`config.mk`:
```
export PLATFORM = sky130hd
export DESIGN_NAME = utf8_stream_sanitizer
export DESIGN_NICKNAME = d
export VERILOG_FILES = /design/src/rtl/u8s_pkg.sv /design/src/rtl/u8s_front.sv /design/src/rtl/u8s_queue.sv /design/src/rtl/u8s_back.sv /design/src/rtl/utf8_stream_sanitizer.sv
export SDC_FILE = /design/constraint.sdc
export NUM_CORES = 1
export LEC_CHECK = 0
export ABC_CLOCK_PERIOD_IN_PS = 3900
export BUFFER_PORTS_ARGS = -buffer_cell sky130_fd_sc_hd__buf_2
export CORE_ASPECT_RATIO = 1.1
export CORE_MARGIN = 1.5
export CORE_UTILIZATION = 60
export DETAILED_ROUTE_END_ITERATION = 10
export GPL_ROUTABILITY_DRIVEN = 0
export PLACE_DENSITY_LB_ADDON = 0.15
export SLEW_MARGIN = 15
export SYNTH_ARGS = -nofsm -noshare
export SYNTH_HDL_FRONTEND = slang
export SYNTH_SLANG_ARGS = --single-unit
export TNS_END_PERCENT = 30
```
`constraint.sdc`:
```
create_clock -name clk -period 3.9 [get_ports clk]
set_clock_uncertainty 0.1 [all_clocks]
set_input_delay 0.585 -clock clk [delete_from_list [all_inputs] [get_ports clk]]
set_output_delay 0.585 -clock clk [all_outputs]
set_load 0.1 [all_outputs]
```
`src/rtl/u8s_pkg.sv`:
```
// shared types, constants and helpers for the utf-8 stream sanitizer
package u8s_pkg;

    localparam logic [7:0] SUB_CHAR = 8'h3F;
    localparam int unsigned QDEPTH = 4;
    localparam int unsigned QPTR_W = $clog2(QDEPTH);
    localparam int unsigned QCNT_W = $clog2(QDEPTH + 1);

    // bytes caused by one accepted input item, in output order
    typedef struct packed {
        logic [3:0][7:0] bytes;
        logic [2:0]      count;  // 0..4; only nonzero counts are pushed
        logic            eot;
    } burst_t;

    typedef struct packed {
        logic valid;  // queue holds at least one burst
        logic full;
    } q_stat_t;

    // multi-byte sequence length from a lead byte's bit pattern, 0 for any other byte
    function automatic logic [2:0] seq_len_of(input logic [7:0] b);
        logic [2:0] len;
        len = 3'd0;
        if ((b & 8'hE0) == 8'hC0) len = 3'd2;
        else if ((b & 8'hF0) == 8'hE0) len = 3'd3;
        else if ((b & 8'hF8) == 8'hF0) len = 3'd4;
        return len;
    endfunction

endpackage

```
`src/rtl/u8s_front.sv`:
```
// front end: holds partial sequences and turns each input byte into a burst
module u8s_front
    import u8s_pkg::*;
(
    input  logic       clk,
    input  logic       rst_n,
    input  logic       take,        // input transfer this cycle
    input  logic [7:0] in_byte,
    input  logic       end_of_text,
    output burst_t     burst,
    output logic       burst_push
);

    logic [2:0][7:0] held_reg, held_next;
    logic [1:0]      cnt_reg, cnt_next;
    logic [2:0]      exp_reg, exp_next;

    always_comb
    begin
        logic        is_cont;
        logic        fresh;
        logic [2:0]  pos;
        logic [2:0]  len;
        logic [2:0]  cnt_ext;

        held_next   = held_reg;
        cnt_next    = cnt_reg;
        exp_next    = exp_reg;
        burst.bytes = {4{SUB_CHAR}};
        burst.count = 3'd0;
        burst.eot   = end_of_text;

        is_cont = (in_byte[7:6] == 2'b10);
        cnt_ext = {1'b0, cnt_reg};
        len     = seq_len_of(in_byte);
        fresh   = 1'b1;
        pos     = 3'd0;

        if (cnt_reg != 2'd0) begin
            if (is_cont) begin
                fresh = 1'b0;
                if (cnt_ext + 3'd1 == exp_reg) begin
                    // sequence complete: held bytes then this one
                    for (int k = 0; k < 3; k++) begin
                        if (3'(k) < cnt_ext)
                            burst.bytes[k] = held_reg[k];
                        else
                            burst.bytes[k] = in_byte;
                    end
                    burst.bytes[3] = in_byte;
                    burst.count = cnt_ext + 3'd1;
                    cnt_next    = 2'd0;
                    exp_next    = 3'd0;
                end else if (cnt_reg != 2'd3) begin
                    held_next[cnt_reg] = in_byte;
                    cnt_next = cnt_reg + 2'd1;
                    if (end_of_text)
                        burst.count = cnt_ext + 3'd1;
                end else begin
                    // inconsistent hold, every byte replaced
                    burst.count = 3'd4;
                    cnt_next    = 2'd0;
                    exp_next    = 3'd0;
                end
            end else begin
                // broken sequence: one sub per held byte, then start anew
                pos      = cnt_ext;
                cnt_next = 2'd0;
                exp_next = 3'd0;
            end
        end

        if (fresh) begin
            if (!in_byte[7]) begin
                burst.bytes[pos[1:0]] = in_byte;
                burst.count = pos + 3'd1;
            end else if (len == 3'd0 || end_of_text) begin
                burst.count = pos + 3'd1;
            end else begin
                held_next[0] = in_byte;
                cnt_next     = 2'd1;
                exp_next     = len;
                burst.count  = pos;
            end
        end

        if (end_of_text) begin
            held_next = '0;
            cnt_next  = 2'd0;
            exp_next  = 3'd0;
        end

        burst_push = take && (burst.count != 3'd0);
    end

    always_ff @(posedge clk or negedge rst_n)
    begin
        if (!rst_n) begin
            held_reg <= '0;
            cnt_reg  <= 2'd0;
            exp_reg  <= 3'd0;
        end else if (take) begin
            held_reg <= held_next;
            cnt_reg  <= cnt_next;
            exp_reg  <= exp_next;
        end
    end

endmodule

```
`src/rtl/u8s_queue.sv`:
```
// short burst queue between front and back ends
module u8s_queue
    import u8s_pkg::*;
(
    input  logic    clk,
    input  logic    rst_n,
    input  logic    push,
    input  burst_t  push_data,
    input  logic    pop,
    output burst_t  head,
    output q_stat_t stat
);

    burst_t              mem_reg [QDEPTH];
    logic [QPTR_W-1:0]   wr_ptr_reg, rd_ptr_reg;
    logic [QCNT_W-1:0]   cnt_reg, cnt_next;

    assign head       = mem_reg[rd_ptr_reg];
    assign stat.valid = (cnt_reg != '0);
    assign stat.full  = (cnt_reg == QCNT_W'(QDEPTH));

    always_comb
    begin
        cnt_next = cnt_reg;
        if (push && !pop)
            cnt_next = cnt_reg + QCNT_W'(1);
        else if (pop && !push)
            cnt_next = cnt_reg - QCNT_W'(1);
    end

    always_ff @(posedge clk)
    begin
        if (push)
            mem_reg[wr_ptr_reg] <= push_data;
    end

    always_ff @(posedge clk or negedge rst_n)
    begin
        if (!rst_n) begin
            wr_ptr_reg <= '0;
            rd_ptr_reg <= '0;
            cnt_reg    <= '0;
        end else begin
            if (push)
                wr_ptr_reg <= wr_ptr_reg + QPTR_W'(1);
            if (pop)
                rd_ptr_reg <= rd_ptr_reg + QPTR_W'(1);
            cnt_reg <= cnt_next;
        end
    end

endmodule

```
`src/rtl/u8s_back.sv`:
```
// back end: walks the head burst out one byte per transfer
module u8s_back
    import u8s_pkg::*;
(
    input  logic    clk,
    input  logic    rst_n,
    input  burst_t  head,
    input  q_stat_t stat,
    output logic    pop,
    output logic    out_valid,
    input  logic    out_ready,
    output logic [7:0] out_byte,
    output logic    run_last,
    output logic    text_done
);

    logic [1:0] idx_reg, idx_next;
    logic       xfer;

    assign out_valid = stat.valid;
    assign out_byte  = head.bytes[idx_reg];
    assign run_last  = ({1'b0, idx_reg} == head.count - 3'd1);
    assign text_done = run_last && head.eot;
    assign xfer      = out_valid && out_ready;
    assign pop       = xfer && run_last;

    always_comb
    begin
        idx_next = idx_reg;
        if (pop)
            idx_next = 2'd0;
        else if (xfer)
            idx_next = idx_reg + 2'd1;
    end

    always_ff @(posedge clk or negedge rst_n)
    begin
        if (!rst_n)
            idx_reg <= 2'd0;
        else
            idx_reg <= idx_next;
    end

endmodule

```
`src/rtl/utf8_stream_sanitizer.sv`:
```
// top level of the utf-8 stream sanitizer
//
// input channel: in_valid/in_ready carries one text byte (in_byte) and
// end_of_text, which marks the last byte of a string and flushes any held
// partial sequence. output channel: out_valid/out_ready carries sanitized
// bytes with run_last on the last byte caused by an input transfer and
// text_done on the final byte of the string.
// the front end classifies each byte in the cycle it is taken and pushes
// the 1..4 bytes it causes, if any, as one burst into a four-entry queue;
// the back end sends them one per cycle while the receiver is ready. each
// burst is registered in the queue before it is sent. input is taken every
// cycle while the queue has a free entry, so a sustained rate of one byte
// per cycle holds as long as the receiver takes one byte per cycle; output
// bandwidth of the back end (one byte per cycle) bounds the rate on broken
// sequences. when the receiver stalls the current byte holds and the queue
// fills, then in_ready drops. reset clears the held sequence and empties
// the queue; no clearing pass is needed.
module utf8_stream_sanitizer
    import u8s_pkg::*;
(
    input  logic       clk,
    input  logic       rst_n,
    input  logic       in_valid,
    output logic       in_ready,
    input  logic [7:0] in_byte,
    input  logic       end_of_text,
    output logic       out_valid,
    input  logic       out_ready,
    output logic [7:0] out_byte,
    output logic       run_last,
    output logic       text_done
);

    burst_t  burst;
    burst_t  head;
    q_stat_t stat;
    logic    burst_push;
    logic    pop;
    logic    take;

    assign in_ready = !stat.full;
    assign take     = in_valid && in_ready;

    u8s_front u_front (
        .clk         (clk),
        .rst_n       (rst_n),
        .take        (take),
        .in_byte     (in_byte),
        .end_of_text (end_of_text),
        .burst       (burst),
        .burst_push  (burst_push)
    );

    u8s_queue u_queue (
        .clk       (clk),
        .rst_n     (rst_n),
        .push      (burst_push),
        .push_data (burst),
        .pop       (pop),
        .head      (head),
        .stat      (stat)
    );

    u8s_back u_back (
        .clk       (clk),
        .rst_n     (rst_n),
        .head      (head),
        .stat      (stat),
        .pop       (pop),
        .out_valid (out_valid),
        .out_ready (out_ready),
        .out_byte  (out_byte),
        .run_last  (run_last),
        .text_done (text_done)
    );

endmodule
```
==> implementation parameters <==
Parameter                              Value

Floorplan
  Die outline area    0.01390 mm2
  Placeable core region    0.01275 mm2
  Number of placed I/O pins    25
  Die width    112.5 um
  Die H    123.5 um
  Initial core utilization    62.10%
  Core Rows    43

Routing
  Vias/cell    6.317
  Initial DRC Count    367
  Detailed-route wire length    15.08 mm
  Routed wire length per instance    22.74 um
  Via count    4188
  Detail Route Antenna Nets    0
  Detailed-router iteration count before antenna repair    8
  DRC viols    2

Placement
  Post-DP HPWL    9.487 mm
  Cell count after placement    631
  Minimum setup slack after placement    0.3176 ns
  Port Buffer Count    24

STA
  Hold Fails Final Rpt    0
  Final number of max-transition violations    0
  Tmin final    3.465 ns
  Actual transition at the worst max-transition pin    1.079 ns
  Headroom to the max-slew limit    27.81%
  Highest attainable clock frequency    288.6 MHz
  Setup violators final    0
  Least setup slack across all paths after layout    0.4348 ns
  Setup repair after global routing missed its margin    false
  Portion of the clock cycle consumed by the worst path in the final layout    88.85%
  Setup total negative slack    0 ns

Power
  Switching share of power    36.47%
  Cell internal power dissipation    4.368 mW
  Relative contribution of combinational cells to total power    37.5%
  Power density over cell area    771.3 mW/mm2
  IR drop worst, VDD    340.1 uV
  Static power due to leakage    2.951 nW
  Seq pwr share    37.0%
  Net switching power of the design    2.507 mW
  Part of the total power dissipated in the clock network    25.5%

Status
  Run status    complete, but fails checks
  Failing checks    design-rule violations

CTS
  Reg clk slew, reported paths    0.06 ns
  Clock tree from TritonCTS    yes
  Total CTS buffers    17
  Total of hold buffers inserted after clock tree synthesis    0
  Buffers inserted by post-CTS timing repair    0
  CTS Sinks    182
  Latest clock arrival within the worst-skew pair    0.43 ns
  Cell at the root of the clock tree    clkbuf_16
  H-Tree Depth    4
  # resized after CTS    0
  Buffers from clock root to sink, at most    2

Setup path
  Max stage delay on crit path    0.55 ns
  Element type at the critical path end    primary output
  Type of element launching the critical path    register
  Type of the worst setup path    register to primary output
  Cell with the largest stage delay on the worst path    dfrtp_1
  Critical Path AT    2.78 ns
  Worst endpoint required time    3.21 ns
  Crit-path max FO    25
  Category of cells accounting for the largest share of critical-path delay    buffers and inverters
  Launching element of the worst setup path    u_queue.rd_ptr_reg[1]
  Source of the worst register-to-register timing path    u_front.cnt_reg[0]
  CP bufs+invs    3
  Cell chain of the critical path    buf_4, buf_4, mux4_2, mux4_2, buf_2

Synthesis
  Cells after synthesis    460
  Number of unique standard cell types used by synthesis    54
  Share of async-settable or async-resettable flops after synthesis    20.88%
  Sequential cell area fraction in the yosys report    66.61%
  Average footprint of a synthesized cell    17.21 um2
  Total number of yosys warnings    0
  Ys flop type    edfxtp_1
  Mapped Area    0.007919 mm2
  Number of nets produced by synthesis    490
  Cell types with the largest area share after synthesis    edfxtp_1 (55%), mux4_2 (13%), dfrtp_1 (12%)
  Post-synth top area cell    edfxtp_1
  Number of synthesized register bits    182
  EDFF count, synth    144
  Share of Yosys cell area claimed by the top area cell type    54.61%

Cells and area
  Share of cells above drive strength 1    26.48%
  Final core area utilization    69.90%
  Non-filler cells in the finished layout    663
  Post-layout nets    523
  Area added between synthesis and finish    12.56%
  Max FFs per register    144
  Diodes inserted    0

Global routing
  Pin count of the biggest net entering global routing    39
  Number of global-route vias before repair    4312
  Remaining Overflow, GRT    0
  First-pass GRT wire length    24.25 mm
  Total GRT Usage    24.23%
  Initial antenna violation count    1

Run
  Total of max-cap violations    0

Hold path
  Worst min path class    input pin to asynchronous set/reset pin
power by group through the flow:
stage,Sequential (mW),Clock [mW],Combinational (mW)
finish,2.54,1.76,2.58
detailed placement,2.58,0,2.60
global route,2.57,1.85,2.74
global placement,2.56,0,2.57
floorplan,2.55,0,2.06
CTS,2.54,1.77,2.61
path summary, 6_finish.rpt:
check                                         to  cells past startpoint  slack [ns]
setup / recovery                     out_byte[5]                      5        0.43
hold / removal                u_queue.cnt_reg[1]                      1        0.20
setup reg to reg              u_queue.cnt_reg[2]                     13        0.49
hold reg to reg               u_queue.cnt_reg[2]                      1        0.38
max in group asynchronous  u_queue.rd_ptr_reg[0]                      1        2.84
min in group clk             u_front.held_reg[7]                      2        0.27
per-layer routing:
layer,up-vias,part of all wire (%),global-route usage [%]
met5,-,0,0
met4,0,1.4,8.465
met3,19,6.7,5.588
met2,144,48,38.42
met1,2138,44,33.83
li1,1887,-,-
layout make-up:
| type | count | area, um2 |
|---|---|---|
| Clock buffer | 24 | 491.7 |
| Clock inverter | 8 | 122.6 |
| Fill cell | 791 | 3837 |
| Inverter | 16 | 60.06 |
| Multi-Input combinational cell | 238 | 2476 |
| Sequential cell | 182 | 5276 |
| Tap cell | 157 | 196.4 |
| Timing Repair Buffer | 38 | 290.3 |
worst register-to-register path, stage by stage, from the launching register on:
cell	delay, ns
dfrtp_1	0.35
inv_1	0.09
ha_1	0.31
nor3_1	0.40
ha_1	0.31
a211oi_1	0.21
a221oi_2	0.09
a41oi_4	0.32
ha_1	0.23
inv_1	0.07
fa_1	0.42
xor2_1	0.17
nor2_1	0.11
xor2_1	0.14
Yosys cell counts, drive strengths merged, types with 2 or more instances:
cell type  count
a21o           3
a21oi          7
a22o           7
a22oi          2
a31oi          2
a32o           4
and2           8
and3           2
and3b          3
buf           15
clkbuf         9
dfrtp         38
edfxtp       144
ha            16
inv           16
mux2           4
mux2i          3
mux4          44
nand2         25
nor2          17
nor2b          4
nor3           4
o21ai         14
o22a          17
o31ai         12
or2            7
or3b           2
xnor2          6
xor2           5
metrics by stage:
step / hold slack (ns) / instance area (um2) / power [mW]
finish: 0.2004 / 8914 / 6.875
global route: 0.2641 / 8914 / 7.162
CTS: 0.2266 / 8914 / 6.928
detailed placement: 0.3761 / 8299 / 5.182
global placement: 0.3629 / 8299 / 5.138
floorplan: 0.1894 / 7933 / 4.608
cells in the final DEF, fill, tap and decap left out, drive strengths merged, types with 3 or more instances in the layout:
cell type    n
o21ai       14
inv         16
a22o         7
a21o         3
o22a        17
dfrtp       38
clkinv       3
and2         8
nor2        17
xnor2        6
xor2         5
bufinv       3
o31ai       12
ha          16
nor2b        4
mux2         4
clkbuf      24
edfxtp     144
a21oi        7
or2          7
and3b        3
mux2i        3
a32o         4
nor3         4
nand2       25
buf         38
mux4        44
cells by family after synthesis:
group                      Yosys count  share of synthesized area (%)
AOI/OAI and AO/OA                   78                          7.884
adders and majority gates           17                          2.781
buffers and inverters               40                          2.291
muxes                               51                          13.51
and+or+nand+nor                     81                          5.609
DFF                                182                          66.61
xor gates and xnor gates            11                          1.311
Power figures use the tool's default switching activity.
